`config.mk`:
```
export PLATFORM = sky130hd
export DESIGN_NAME = gwpc_acc
export DESIGN_NICKNAME = d
export VERILOG_FILES = /design/src/rtl/gwpc_pkg.sv /design/src/rtl/gwpc_acc.sv
export SDC_FILE = /design/constraint.sdc
export NUM_CORES = 1
export LEC_CHECK = 0
export BUFFER_PORTS_ARGS = -buffer_cell sky130_fd_sc_hd__buf_2
export CORE_ASPECT_RATIO = 1.1
export CORE_UTILIZATION = 51
export CTS_CLUSTER_SIZE = 8
export DETAILED_ROUTE_END_ITERATION = 6
export GPL_ROUTABILITY_DRIVEN = 0
export HOLD_SLACK_MARGIN = 0.1
export PLACE_DENSITY_LB_ADDON = 0.1
export SLEW_MARGIN = 20
export SYNTH_ARGS = -nofsm -noshare
export SYNTH_HDL_FRONTEND = slang
export SYNTH_SLANG_ARGS = --single-unit
```
`constraint.sdc`:
```
create_clock -name clk -period 3.3 [get_ports clk]
set_input_delay 0.165 -clock clk [delete_from_list [all_inputs] [get_ports clk]]
set_output_delay 0.165 -clock clk [all_outputs]
set_load 0.02 [all_outputs]
```
`src/rtl/gwpc_pkg.sv`:
```
// ----------------------------------------------------------------------------
// gwpc_pkg
// Shared constants and types for the grid word path counter.
// ----------------------------------------------------------------------------
`timescale 1ns / 1ps
`default_nettype none

package gwpc_pkg;

  localparam int MAX_ROWS = 128;
  localparam int MAX_COLS = 128;
  localparam int MAX_WORD = 128;
  localparam int CELLS    = MAX_ROWS * MAX_COLS;

  localparam int ADDR_W  = $clog2(CELLS);
  localparam int FILL_W  = $clog2(CELLS + 1);
  localparam int ROW_W   = $clog2(MAX_ROWS);
  localparam int COL_W   = $clog2(MAX_COLS);
  localparam int WORD_AW = $clog2(MAX_WORD);
  localparam int WLEN_W  = $clog2(MAX_WORD + 1);
  localparam int DIM_W   = 8;
  localparam int JUMP_W  = 7;
  localparam int SYM_W   = 8;
  localparam int COUNT_W = 64;
  localparam int CMP_W   = ADDR_W + 2;

  localparam logic [1:0] KIND_CELL   = 2'd0;
  localparam logic [1:0] KIND_LETTER = 2'd1;
  localparam logic [1:0] KIND_START  = 2'd2;

  localparam logic [1:0] REG_ROWS = 2'd0;
  localparam logic [1:0] REG_COLS = 2'd1;
  localparam logic [1:0] REG_JUMP = 2'd2;

  typedef struct packed {
    logic clear;
    logic add;
    logic flag_clr;
  } acc_ctrl_t;

endpackage

`default_nettype wire

```
`src/rtl/gwpc_acc.sv`:
```
// ----------------------------------------------------------------------------
// gwpc_acc
// Shared saturating 64-bit accumulator with a sticky overflow flag.
// ----------------------------------------------------------------------------
`timescale 1ns / 1ps
`default_nettype none

module gwpc_acc
  import gwpc_pkg::*;
(
  input  wire logic               clk,
  input  wire logic               rst,
  input  wire acc_ctrl_t          ctrl,
  input  wire logic [COUNT_W-1:0] operand,
  output logic      [COUNT_W-1:0] acc,
  output logic                    flag
);

  logic [COUNT_W:0] sum;

  assign sum = {1'b0, acc} + {1'b0, operand};

  always_ff @(posedge clk) begin
    if (ctrl.clear) begin
      acc <= '0;
    end else if (ctrl.add) begin
      acc <= sum[COUNT_W] ? '1 : sum[COUNT_W-1:0];
    end
    if (rst || ctrl.flag_clr) begin
      flag <= 1'b0;
    end else if (ctrl.add && sum[COUNT_W]) begin
      flag <= 1'b1;
    end
  end

endmodule

`default_nettype wire

```
# After elaboration in Yosys (flattened, before gate mapping)

Cells that the tools add are included.

Add/subtract/negate cells: 1
Multiplexer cells: 1
Reduce and logical (&&, ||, !) cells: 2

Operators with widths:

| cell                | count |
|---|---|
| $add A64 B64 Y65    | 1 |
| $mux W64            | 1 |
| $logic_and A1 B1 Y1 | 1 |
| $logic_or A1 B1 Y1  | 1 |

Register bits: 65
Output and inout port bits: 65
Word-level logic and storage cells: 6

# Longest topological paths before layout

Depth after elaboration: 2
Gate-level depth with buffers: 12

# Worst setup path after synthesis

OpenSTA, ideal clock, no wires.

Path type: register to register
Start: register acc[0]
End: register acc[54]
Setup time: 0.161 ns
Data arrival time: 3.095 ns
Required time: 3.139 ns
Setup slack: 0.044 ns
Stages on the path, launching flop included: 12
Clock period less this slack: 3.256 ns
Cells stage by stage: dfxtp_1 ha_1 fa_1 a211oi_1 nor4b_1 o21ai_1 a211oi_1 o211ai_1 a2111oi_2 or2_2 a2111oi_0 a2111oi_4

Cells in the longest elaborated chain, start to end: 2

Ends and longest elaborated chain:

| what                   | line           | text |
|---|---|---|
| start, declared        | gwpc_acc.sv:15 | `output logic [COUNT_W-1:0] acc,` |
| start signal, assigned | gwpc_acc.sv:27 | `acc <= sum[COUNT_W] ? '1 : sum[COUNT_W-1:0];` |
| $add A64 B64 Y65       | gwpc_acc.sv:21 | `assign sum = {1'b0, acc} + {1'b0, operand};` |
| $mux W64               | gwpc_acc.sv:27 |  |

Every way passes these cells.
A chain may end at the register's enable or synchronous reset.

# Final worst setup path

Start: register acc[30]
End: register acc[58]

Same word-level chain as after synthesis.

==> run_results.csv <==
group,metric,value,unit
floorplan,row_count,41,
route,route.detailed.drc,0,
synthesis,synth_area_leaders,"dfxtp_1 21%, ha_1 13%, a21oi_1 6.8%, nor2_1 6.8%, xnor2_1 5.3%",
route,drt_iter0_drc,422,
critical_path,endpoint_kind,"flip-flop",
synthesis,synth_ff_type,"dfxtp_1",
timing,clock_skew,0.0111,ns
timing,worstMarginPinSlew,0.915,ns
critical_path,crit_chain,"ha_1 -> nand4_1 -> or3_4 -> or4_4 -> a211oi_4 -> nor3_2 -> or3_4 -> and2_4 -> buf_4 -> and4_1 -> nor4_2",
timing,setup_violations,0,
clocking,cts.path.max_buffers,2,
final_layout,layout-drive-gt1-share,0.233,
synthesis,ys_ff_latch,65,
clocking,root_buffer,"clkbuf_16",
run_status,status,"completed",
route,wirelength,18600,um
hold_path,hp-class,"input port to flip-flop",
timing,timing.final.hold_violations,0,
timing,fin_setup_tns,0,ns
final_layout,post-route-util,0.647,
route,via_per_inst,6.22,
critical_path,path_max_fanout,5,
synthesis,synth_cell_types,58,
critical_path,path_buf_inv,1,
critical_path,crit_top_cell,"or3_4",
power_and_ir_drop,p_per_area,537,nW/um2
grt,antenna_found_initial,0,
clocking,clock_sinks,65,
critical_path,slowest_delay,0.44,ns
grt,grt_pass1_vias,6533,
critical_path,crit_family,"simple AND/OR/NAND/NOR gates",
synthesis,avgSynthCellArea,7.56,um2
place,dp_hpwl,14300,um
route,postRouteAntennaNets,0,
critical_path,path_class,"flip-flop to flip-flop",
run,maxCapViolations,0,
critical_path,rr_startpoint,"acc[30]",
synthesis,synth_top_area_frac,0.214,
timing,fin_crit_sh,0.971,
hold_path,min_from,"operand[0]",
power_and_ir_drop,ir_drop,0.282,mV
power_and_ir_drop,total_leakage_power,3.35,nW
route,wl_per_cell,17.0,um
critical_path,crit_path_start,"acc[30]",
synthesis,yosysSeqAreaShare,0.214,
grt,grt_overflow,0,
route,dr.pass1.iters,4,
critical_path,crit_required,3.55,ns
synthesis,syn_nets,938,
synthesis,synth-edff-count,0,
final_layout,fin_nets,1076,
floorplan,die_w,106,um
floorplan,die_h,117,um
clocking,cts_max_level,3,
critical_path,cp-start-kind,"flip-flop",
synthesis,synthCells,804,
floorplan,fp.coreArea,11500,um2
timing,slew_headroom,0.390,
floorplan,io_pins,134,
clocking,cts_tree,"built",
synthesis,synth_top_area_cell,"dfxtp_1",
final_layout,syn_to_final_growth,22.9,%
grt,grt_usage,0.305,
clocking,clk_pin_slew_worst_paths,0.06,ns
synthesis,ys_warn_count,0,
timing,drv_slew,0,
clocking,clock_latency,0.35,ns
clocking,numCtsBuffers,9,
final_layout,final_common_cell,"buf_2",
final_layout,most-common-layout-cells,"133 x buf_2, 110 x nor2_1, 82 x a21oi_1, 65 x dfxtp_1, 63 x ha_1",
grt,grt_max_degree,76,
grt,grt_first_pass_wirelength,30400,um
route,vias,6819,
timing,timing.fmax,0.312,GHz
critical_path,arrival,3.46,ns
synthesis,syn-cell-area,6080,um2
floorplan,die-area,12400,um2
synthesis,async_flop_share,0,
final_layout,n_antenna_cell,0,
timing,layout_min_cycle_time,3.21,ns
place,port_buffers,133,
critical_path,slowest_stage,"or4_4",
floorplan,initial_utilization,0.527,
## metrics by stage
stage	setup slack [ns]	total power, mW	hold WS [ns]	instance area [um2]	instances
3_3_place_gp	0.0629	2.93	0.327	7000	1073
6_report	0.0948	4.01	0.242	7470	1097
4_1_cts	0.0339	3.95	0.215	7320	1091
5_1_grt	-0.0484	4.27	0.268	7470	1097
3_5_place_dp	0.0123	2.96	0.329	7000	1073
2_1_floorplan	0.0444	2.40	0.242	6080	804
## Yosys cell counts (4+ instances only)
| library cell | instances |
|---|---|
| o21a_1 | 12 |
| a21boi_0 | 4 |
| o211ai_1 | 10 |
| xnor2_1 | 37 |
| nor2_1 | 110 |
| nand3_1 | 14 |
| o21bai_1 | 14 |
| or3_1 | 4 |
| a311oi_1 | 31 |
| nor3_1 | 14 |
| and3_1 | 6 |
| a31oi_1 | 6 |
| o31ai_1 | 4 |
| dfxtp_1 | 65 |
| or2_2 | 4 |
| a211oi_1 | 36 |
| o22ai_1 | 4 |
| o21ai_0 | 44 |
| nand4_1 | 17 |
| buf_2 | 13 |
| xor2_1 | 21 |
| ha_1 | 64 |
| a21o_1 | 27 |
| a21oi_1 | 83 |
| clkbuf_1 | 34 |
| inv_1 | 17 |
| nand2_1 | 53 |
## metal layers
| layer | wire, um | GRT usage |
|---|---|---|
| met5 | 0 | 0 |
| met3 | 1160 | 0.0491 |
| met4 | 542 | 0.123 |
| met2 | 8960 | 0.529 |
| met1 | 7960 | 0.378 |
## path summary, 6_finish.rpt
| kind | slack [ns] | endpoint | cells past startpoint |
|---|---|---|---|
| min reg2reg | 0.50 | acc[17] | 2 |
| max reg2reg | 0.09 | acc[58] | 11 |
| max | 0.09 | acc[58] | 11 |
| min | 0.24 | acc[0] | 3 |
## cell type report
| cell class | instances | area, um2 |
|---|---|---|
| clock buffer | 13 | 250 |
| clock inverter | 3 | 40.0 |
| fill | 1065 | 4070 |
| inverter | 17 | 63.8 |
| multi-input combinational | 673 | 4620 |
| sequential | 65 | 1300 |
| tap | 150 | 188 |
| timing repair buffer | 176 | 1010 |
## tightest hold or removal path: cells and delay by family
| family | cells | cell delay [ns] |
|---|---|---|
| adder cells (fa/ha/maj) | 1 | 0.16 |
| AO/OA/AOI/OAI | 1 | 0.13 |
| buffers and inverters | 1 | 0.10 |
## registers in the layout, indices dropped and copies added, names as in the netlist
register,flops
acc,64
flag,1
## cell families (layout without fill, tap and decap cells)
logic type | after synthesis | count (layout) | share of synthesized area
buf+inv | 66 | 209 | 0.0447
simple gates | 244 | 244 | 0.182
flops | 65 | 65 | 0.214
xor+xnor | 58 | 58 | 0.0836
fa+ha+maj | 65 | 65 | 0.135
compound gates | 306 | 306 | 0.341
## timing repair
action                                  in CTS  in global routing
endpoints found under the setup margin       3                 46
buffers inserted                             0                  6
hold buffers                                 2                  0
pin swaps                                    0                 10
resized for setup                            1                 24
hold endpoints to repair                     1                  0
## power by group
part / switching [mW] / internal (mW)
Clock: 0.369 / 0.604
Sequential: 0.0930 / 0.899
Combinational: 1.22 / 0.827
Total: 1.68 / 2.33
No activity file was read; power rests on OpenSTA's default activity.
