$ cat config.mk
export PLATFORM = sky130hd
export DESIGN_NAME = gwpc_ram
export DESIGN_NICKNAME = d
export VERILOG_FILES = /design/src/rtl/gwpc_ram.sv
export SDC_FILE = /design/constraint.sdc
export NUM_CORES = 1
export LEC_CHECK = 0
export BUFFER_PORTS_ARGS = -buffer_cell sky130_fd_sc_hd__buf_2
export CORE_ASPECT_RATIO = 0.8
export CORE_UTILIZATION = 40
export DETAILED_ROUTE_END_ITERATION = 7
export PLACE_DENSITY = 0.6
export SYNTH_ARGS = -nofsm -noshare
export SYNTH_HDL_FRONTEND = slang
export SYNTH_SLANG_ARGS = --single-unit
export TNS_END_PERCENT = 1
$ cat constraint.sdc
create_clock -name clk -period 1.5 [get_ports clk]
set_input_delay 0.15 -clock clk [delete_from_list [all_inputs] [get_ports clk]]
set_output_delay 0.15 -clock clk [all_outputs]
set_load 0.02 [all_outputs]
$ cat src/rtl/gwpc_ram.sv
// ----------------------------------------------------------------------------
// gwpc_ram
// Generic single-write, single-read memory with a registered read.
// ----------------------------------------------------------------------------
`timescale 1ns / 1ps
`default_nettype none

module gwpc_ram #(
  parameter int WIDTH = 8,
  parameter int DEPTH = 16
) (
  input  wire logic                     clk,
  input  wire logic                     we,
  input  wire logic [$clog2(DEPTH)-1:0] waddr,
  input  wire logic [WIDTH-1:0]         wdata,
  input  wire logic [$clog2(DEPTH)-1:0] raddr,
  output logic      [WIDTH-1:0]         rdata
);

  logic [WIDTH-1:0] mem [DEPTH];

  always_ff @(posedge clk) begin
    if (we) begin
      mem[waddr] <= wdata;
    end
    rdata <= mem[raddr];
  end

endmodule

`default_nettype wire

## Word-level counts from Yosys, hierarchy flattened

Memories as Yosys holds them, arrays and structs flattened. A register that Yosys moved wholly into a read port is not among the register bits.
Index checks and enable logic that the tools add are counted.
Widths: inputs -> output; s select.

| operators by class | value |
|---|---|
| muxes and demuxes | 2 |

Operators by type and width:

| cell | count |
|---|---|
| $mux 1 | 2 |

| storage, ports and cells | value |
|---|---|
| register bits | 0 |
| RAM bits | 128 |
| input bits | 18 |
| output and inout port bits | 8 |
| memories kept | 1 |

Memories:

| name | depth | bits a word | read ports | clocked after Yosys merged registers in | wr ports | RTL line | source |
|---|---|---|---|---|---|---|---|
| mem | 16 | 8 | 1 | 1 | 1 | 20 | `logic [WIDTH-1:0] mem [DEPTH];` |

## Logic depth before layout (Yosys ltp)

Gate-level depths: netlist of the first run.

| logic depth | value |
|---|---|
| depth after elaboration | 2 |
| mapped depth | 5 |
| gate-level depth less buffers | 3 |

## Worst setup path before layout of the first run

Ideal clock, no wire load.

| path | value |
|---|---|
| path kind | input to register |
| start | in waddr[2] |
| end | mem mem[0][0], enable pin |
| library setup time | 0.383 ns |
| arrival time | 1.260 ns |
| slack | -0.143 ns |
| cell stages on the path | 2 |
| buffers on the path | 0 |
| cell sequence | or3b_2 nor3_1 |

RTL lines:

| what | RTL line | source |
|---|---|---|
| start: declaration | 14 | `input wire logic [$clog2(DEPTH)-1:0] waddr,` |
| end: declaration | 20 |  |

No word-level cell before the write port.

==> Flow_metrics.wiki, run 1 <==
{| class="wikitable"
! Metric !! Value
|-
| Area of the placeable core || 12340 um^2
|-
| Net count after synthesis || 247
|-
| Number of gates resized after CTS || 0
|-
| Max Freq || 732.9 MHz
|-
| Routed WL || 9.730 mm
|-
| Cell area reported after detailed placement || 5613 um^2
|-
| Nets || 302
|-
| Critical-path cell list || mux4_1 > a22oi_1 > nand2_1
|-
| Number of pins with negative max-slew slack in the final report || 0
|-
| Count of H-tree levels built during CTS || 4
|-
| Clock latency reported for the late side of the worst-skew pair || 410 ps
|-
| Slowest cell delay on critical path || 530 ps
|-
| Setup Viol. Count Final || 0
|-
| Detailed Route Iter0 Violations || 185
|-
| Number of sinks handled by clock tree synthesis || 136
|-
| Outcome || finished, final reports clean
|-
| Data arrival at the endpoint of the critical path || 1660 ps
|-
| Relative contribution of combinational cells to total power || 4.6%
|-
| Layout cell share with drive strength beyond 1 || 31.65%
|-
| Final Util || 50.81%
|-
| Largest fanout on the critical path || 1
|-
| Data required time of the critical path || 1790 ps
|-
| Die width || 128.8 um
|-
| Crit end category || register
|-
| Leakage || 2.125 nW
|-
| Final routed DRC violation total || 0
|-
| Reported net switching power || 1.735 mW
|-
| Launching point of the worst reg2reg path || mem[8][1]
|-
| # port buffers || 25
|-
| Cell accounting for the most synthesized area || sky130_fd_sc_hd__edfxtp_1
|-
| Antenna violations before repair || 0
|-
| Total track usage || 16.37%
|-
| Root buffer cell || sky130_fd_sc_hd__clkbuf_16
|-
| Buffers & Inverters on Critical Path || 0
|-
| Register clock-pin slew on the reported worst setup and hold paths || 50 ps
|-
| Cell depth of the worst hold path || 1
|-
| TNS Setup || 0 ps
|-
| Most frequent cell after synthesis || sky130_fd_sc_hd__edfxtp_1
|-
| Synth unique cells || 19
|-
| Last weighted congestion value of the routability-driven placer || 0.7175
|-
| Flop pwr share || 46.2%
|-
| ANT nets after route || 0
|-
| Hold WC Path Type || in -> reg
|-
| Most common flop cell mapped by yosys || sky130_fd_sc_hd__edfxtp_1
|-
| Max stage delay cell, worst path || sky130_fd_sc_hd__mux4_1
|-
| Synthesis Warnings || 0
|-
| Number of synthesized flops with an enable pin || 128
|-
| Via count normalized by instance count || 5.122
|-
| Hold path startpoint || wdata[6]
|-
| List of most frequent post-synthesis cells || sky130_fd_sc_hd__edfxtp_1, sky130_fd_sc_hd__mux4_2, sky130_fd_sc_hd__a22oi_1
|-
| Switching power as a share of total power || 18.74%
|-
| Maximum number of buffers from clock root to sink || 2
|-
| Hold-fix buffers at CTS || 0
|-
| Part of the total power dissipated in the clock network || 49.2%
|-
| Area of the mapped netlist || 5147 um^2
|-
| Crit-path leading delay family || multiplexers
|-
| Worst setup path class || reg -> reg
|-
| Non-Filler Instances || 468
|-
| Top cell type's share of synthesized area || 74.67%
|-
| Setup repair bufs after CTS || 0
|-
| Placed insts || 436
|-
| Hold path endpoint || mem[1][6]
|-
| Effective utilization at floorplan || 41.71%
|-
| Power density over the cells || 1477 nW/um^2
|-
| Worst clock skew || 2.916 ps
|-
| GRT overflow || 0
|-
| Number of CTS-inserted buffers || 17
|-
| Number of top-level design ports || 26
|-
| Critical R2R Capture || rdata[1]
|-
| P_int || 7.525 mW
|-
| Sequential area share after synthesis || 77.78%
|-
| Number of failing hold endpoints at the final stage || 0
|-
| Asr flop ratio synth || 0%
|-
| Critical path launch point type || register
|-
| FF-to-FF setup slack || 140 ps
|-
| Avg Inst Size Synth || 22.48 um^2
|-
| Cell Rows || 36
|-
| Y dimension of the die || 103.5 um
|-
| Path depth of the worst reg2reg path || 3
|-
| Cells after Synth || 229
|-
| Dominant cells by area after synthesis || sky130_fd_sc_hd__edfxtp_1, sky130_fd_sc_hd__mux4_2, sky130_fd_sc_hd__mux4_1, sky130_fd_sc_hd__dfxtp_1, sky130_fd_sc_hd__a22oi_1
|-
| Drt pass-1 iters || 4
|-
| Total Power || 9.260 mW
|-
| Area growth, synth to finish || 21.83%
|-
| Pin count of the biggest net entering global routing || 18
|-
| Max-cap violations || 0
|-
| Post-route cell area || 6271 um^2
|-
| Number of antenna repair diodes || 0
|-
| Detailed placement HPWL || 6.395 mm
|-
| Transition at the pin with the smallest max-transition slack || 753.8 ps
|-
| Count of vias placed by the detailed router || 2397
|-
| Setup repair after global routing missed its margin || false
|-
| Crit path time final || 1364 ps
|-
| Max VDD drop || 1.020 mV
|-
| Flops & latches, synth || 136
|-
| Number of global-route vias before repair || 2466
|-
| Wire length per cell after detailed routing || 20.79 um
|-
| Period Utilization, post-route || 90.96%
|-
| CTS tree || done
|-
| Headroom to the max-slew limit || 49.65%
|-
| First-pass GRT wire length || 14.66 mm
|-
| Total Die Area || 13330 um^2
|}
-- placed cells by master, fill, tap and decap left out, drive strengths merged --
| cell type | Yosys | layout |
|---|---|---|
| clkbuf | 0 | 18 |
| mux4 | 32 | 32 |
| and2 | 1 | 1 |
| edfxtp | 128 | 128 |
| dfxtp | 8 | 8 |
| nor3 | 4 | 4 |
| nand2 | 9 | 9 |
| nand2b | 2 | 2 |
| nand3 | 1 | 1 |
| nor2 | 13 | 13 |
| clkinv | 0 | 3 |
| bufinv | 0 | 6 |
| nand3b | 2 | 2 |
| buf | 7 | 46 |
| and2b | 1 | 1 |
| a22oi | 16 | 16 |
| nor2b | 1 | 1 |
| clkinvlp | 0 | 5 |
| or3b | 1 | 1 |
-- layer usage --
metal / wire length, um / vias up / part of all wire (%) / track usage [%]
met1: 4335 / 1226 / 45 / 23.00
met5: 0 / - / 0 / 0
met4: 121 / 0 / 1.2 / 7.330
met2: 4448 / 72 / 46 / 23.87
met3: 825 / 14 / 8.5 / 4.733
li1: - / 1085 / - / -
-- final cells by class --
type | count | area, um^2
clock buffer | 18 | 429.2
clock inverter | 14 | 229.0
fill | 997 | 6071
multi-input combinational | 83 | 1062
sequential | 136 | 4004
tap | 171 | 214.0
timing repair buffer | 46 | 332.8
-- per-stage QoR --
step                setup slack [ps]  hold WS (ps)
floorplan                      83.85         248.9
global placement              -72.49         546.5
detailed placement            -85.71         551.7
CTS                            89.82         114.8
global route                   69.55         121.3
finish                         135.6         126.5
-- cells by family (layout without fill, tap and decap cells) --
group	Yosys count	in the layout	share of synthesized area [%]
muxes	32	32	15.02
DFF	136	136	77.78
AOI/OAI and AO/OA	16	16	2.334
and+or+nand+nor	35	35	3.184
buffers and inverters	10	78	1.677
-- flip-flops by register name (all words and copies together) (netlist names) --
signal,cells
rdata,8
mem,128
-- worst max-delay path by stage --
stage,startpoint,end,slack [ps],depth (start not counted)
after floorplan,waddr[2],mem[3][0],80,2
after global placement,raddr[0],rdata[4],-70,5
after detailed placement,raddr[0],rdata[4],-90,5
after CTS,mem[8][1],rdata[1],90,3
after global routing,mem[9][4],rdata[4],70,3
final,mem[8][1],rdata[1],140,3
-- power groups by stage --
| stage | Sequential [mW] | Combinational, mW | Clock (mW) |
|---|---|---|---|
| finish | 4.28 | 0.428 | 4.55 |
| global route | 4.28 | 0.467 | 4.78 |
| CTS | 4.28 | 0.438 | 4.63 |
| detailed placement | 4.36 | 0.437 | 0 |
| global placement | 4.36 | 0.429 | 0 |
| floorplan | 4.38 | 0.216 | 0 |
No activity file was read; power rests on OpenSTA's default activity.
==> inputs of run 2 (changes only) <==
- MAX_ROUTING_LAYER: not set -> met4
- PLACE_DENSITY: 0.6 -> 0.58
- TNS_END_PERCENT: 1 -> not set
- clock period: 1.5 -> 1.6 ns (I/O delays scaled with it)
==> run 2 against run 1 <==
Compared with the run above:
- clock power fell by 5.1%
- global-route usage increased by 1.5 points
- via count rose by 1.4%
- largest power group unchanged
- critical path depth unchanged
- fmax rose by 2.1%
- sequential cell count stayed put
- cell count is 0.21% higher
- highest routed layer unchanged
- clock-buffer cell count up 1
- first-iteration DRC count grew 1.6%
- final area is 0.34% lower
- non-clock buffer count unchanged
- wire length rose by 6.2%
==> Flow_metrics.wiki, run 2 (same netlist as run 1, synthesis figures left out) <==
{| class="wikitable"
! Metric !! Value
|-
| Last weighted congestion value of the routability-driven placer || 0.6935 (-3.3%)
|-
| Number of top-level design ports || 26 (unchanged)
|-
| Detailed placement HPWL || 6.558 mm (+2.6%)
|-
| CTS tree || done
|-
| Leading cell type in the layout, fill and taps excluded || sky130_fd_sc_hd__edfxtp_1
|-
| Max stage delay cell, worst path || sky130_fd_sc_hd__mux4_2
|-
| Hold WC Path Type || in -> reg
|-
| Final routed DRC violation total || 0 (unchanged)
|-
| Headroom to the max-slew limit || 44.11% (-5.5 points)
|-
| Largest regs || mem: 128 flops, rdata: 8 flops
|-
| Setup repair bufs after CTS || 0 (unchanged)
|-
| Number of filler instances in the final layout || 1015 (+1.8%)
|-
| Max Freq || 748.4 MHz (+2.1%)
|-
| Critical-path cell list || mux4_2 > a22oi_1 > nand2_1
|-
| Worst setup path class || reg -> reg
|-
| Routed WL || 10.33 mm (+6.2%)
|-
| Number of global-route vias before repair || 2477 (+0.45%)
|-
| Antenna violations before repair || 1 (+1)
|-
| Total Die Area || 13330 um^2 (unchanged)
|-
| Footprint of the flip-flops and latches || 4004 um^2 (unchanged)
|-
| Post-layout worst setup margin || 263.8 ps (+128.2 ps)
|-
| Drt pass-1 iters || 4 (unchanged)
|-
| Post-route cell area || 6250 um^2 (-0.34%)
|-
| Setup repair after global routing missed its margin || false
|-
| Flip-flop count of the largest register after layout || 128 (unchanged)
|-
| Nets || 302 (unchanged)
|-
| First-pass GRT wire length || 15.48 mm (+5.6%)
|-
| Period Utilization, post-route || 83.51% (-7.4 points)
|-
| Switching power as a share of total power || 19.06% (+0.33 points)
|-
| Relative contribution of combinational cells to total power || 4.5% (about the same)
|-
| Wire length per cell after detailed routing || 22.03 um (+6.0%)
|-
| Slowest cell delay on critical path || 490 ps (-40 ps)
|-
| Cell area reported after detailed placement || 5588 um^2 (-0.45%)
|-
| Number of CTS-inserted buffers || 17 (unchanged)
|-
| Area growth, synth to finish || 21.41%
|-
| Number of failing hold endpoints at the final stage || 0 (unchanged)
|-
| Data arrival at the endpoint of the critical path || 1620 ps (-40 ps)
|-
| Critical path launch point type || register
|-
| Commonest non-fill, non-tap cells in the layout || sky130_fd_sc_hd__edfxtp_1, sky130_fd_sc_hd__buf_2, sky130_fd_sc_hd__buf_4
|-
| Register clock-pin slew on the reported worst setup and hold paths || 60 ps (about the same)
|-
| Largest fanout on the critical path || 1 (unchanged)
|-
| Power density over the cells || 1396 nW/um^2 (-5.5%)
|-
| Setup Viol. Count Final || 0 (unchanged)
|-
| ANT nets after route || 0 (unchanged)
|-
| Via count normalized by instance count || 5.181 (+1.2%)
|-
| Crit-path leading delay family || multiplexers
|-
| P_int || 7.061 mW (-6.2%)
|-
| Clock latency reported for the late side of the worst-skew pair || 410 ps (about the same)
|-
| Layout cell share with drive strength beyond 1 || 32.32% (+0.67 points)
|-
| DP Worst Slack || 12.25 ps (+97.96 ps)
|-
| Effective utilization at floorplan || 41.71% (unchanged)
|-
| # port buffers || 25 (unchanged)
|-
| Die width || 128.8 um (unchanged)
|-
| Leakage || 2.128 nW (+0.16%)
|-
| Total track usage || 17.84% (+1.5 points)
|-
| Reported net switching power || 1.663 mW (-4.1%)
|-
| GRT overflow || 0 (unchanged)
|-
| Maximum number of buffers from clock root to sink || 2 (unchanged)
|-
| Detailed Route Iter0 Violations || 188 (+1.6%)
|-
| Max VDD drop || 0.7327 mV (-28%)
|-
| Part of the total power dissipated in the clock network || 49.5% (+0.3 points)
|-
| Number of sinks handled by clock tree synthesis || 136 (unchanged)
|-
| Y dimension of the die || 103.5 um (unchanged)
|-
| Area taken by multi-input logic gates || 1062 um^2 (unchanged)
|-
| Cell Rows || 36 (unchanged)
|-
| Tightest hold margin || 132.7 ps (+6.250 ps)
|-
| Number of gates resized after CTS || 0 (unchanged)
|-
| Data required time of the critical path || 1890 ps (+100 ps)
|-
| Flop pwr share || 46.0% (-0.2 points)
|-
| Max-cap violations || 0 (unchanged)
|-
| Crit path time final || 1336 ps (-28.22 ps)
|-
| Count of vias placed by the detailed router || 2430 (+1.4%)
|-
| Root buffer cell || sky130_fd_sc_hd__clkbuf_16
|-
| TNS Setup || 0 ps (unchanged)
|-
| Transition at the pin with the smallest max-transition slack || 836.6 ps (+82.81 ps)
|-
| Count of H-tree levels built during CTS || 4 (unchanged)
|-
| Pin count of the biggest net entering global routing || 33 (+15)
|-
| Worst clock skew || 9.624 ps (+6.709 ps)
|-
| Buffers & Inverters on Critical Path || 0 (unchanged)
|-
| Crit end category || register
|-
| Most flops, register || mem
|-
| Number of pins with negative max-slew slack in the final report || 0 (unchanged)
|-
| Outcome || finished, final reports clean
|-
| Hold-fix buffers at CTS || 0 (unchanged)
|-
| Final Util || 50.64% (-0.17 points)
|-
| Area of the placeable core || 12340 um^2 (unchanged)
|}
==> run 2: cell types whose count changed in the layout (fill, tap and decap cells not counted), sizes merged <==
cell / delta
clkinvlp: -2
clkbuf: +1
clkinv: +1
diode: +1
==> run 2: layer usage <==
| metal | GRT usage [%] | vias up | part of all wire, % |
|---|---|---|---|
| li1 | - | 1087 | - |
| met1 | 23.78 | 1267 | 46 |
| met2 | 26.69 | 66 | 48 |
| met3 | 5.144 | 10 | 5.8 |
| met4 | 5.430 | 0 | 0.60 |
| met5 | - | - | 0 |
==> run 2: final cells by class <==
type	instances	area share (%)
flip-flops and latches	136	64.06
multi-input cells	83	17.00
clock buffers	19	6.927
repair buffers	46	4.925
clock inverters	13	3.624
well taps	171	3.423
diodes	1	0.04004
==> run 2: stage by stage <==
step	cells	total power, mW
CTS	468	8.790
global route	469	8.968
floorplan	229	4.306
detailed placement	436	4.485
finish	469	8.724
global placement	436	4.476
==> run 2: power groups by stage <==
stage          sequential [mW]  combinational [mW]  clock (mW)
4_1_cts                   4.02               0.400        4.37
2_1_floorplan             4.10               0.202           0
5_1_grt                   4.02               0.432        4.52
3_3_place_gp              4.09               0.391           0
3_5_place_dp              4.09               0.397           0
6_report                  4.01               0.394        4.32
==> run 2: worst paths after layout <==
kind              startpoint   endpoint  slack, ps  depth (start not counted)
setup reg to reg   mem[8][6]   rdata[6]        260                          3
hold reg to reg   mem[15][0]   rdata[0]        670                          3
setup / recovery   mem[8][6]   rdata[6]        260                          3
hold / removal      wdata[4]  mem[3][4]        130                          1
==> run 2: worst reg2reg max path: cells and delay by family (launching register included) <==
kind             cells  cell delay, ps
multiplexers         1             490
flip-flops           1             380
AO/OA/AOI/OAI        1             270
AND/OR/NAND/NOR      1              70
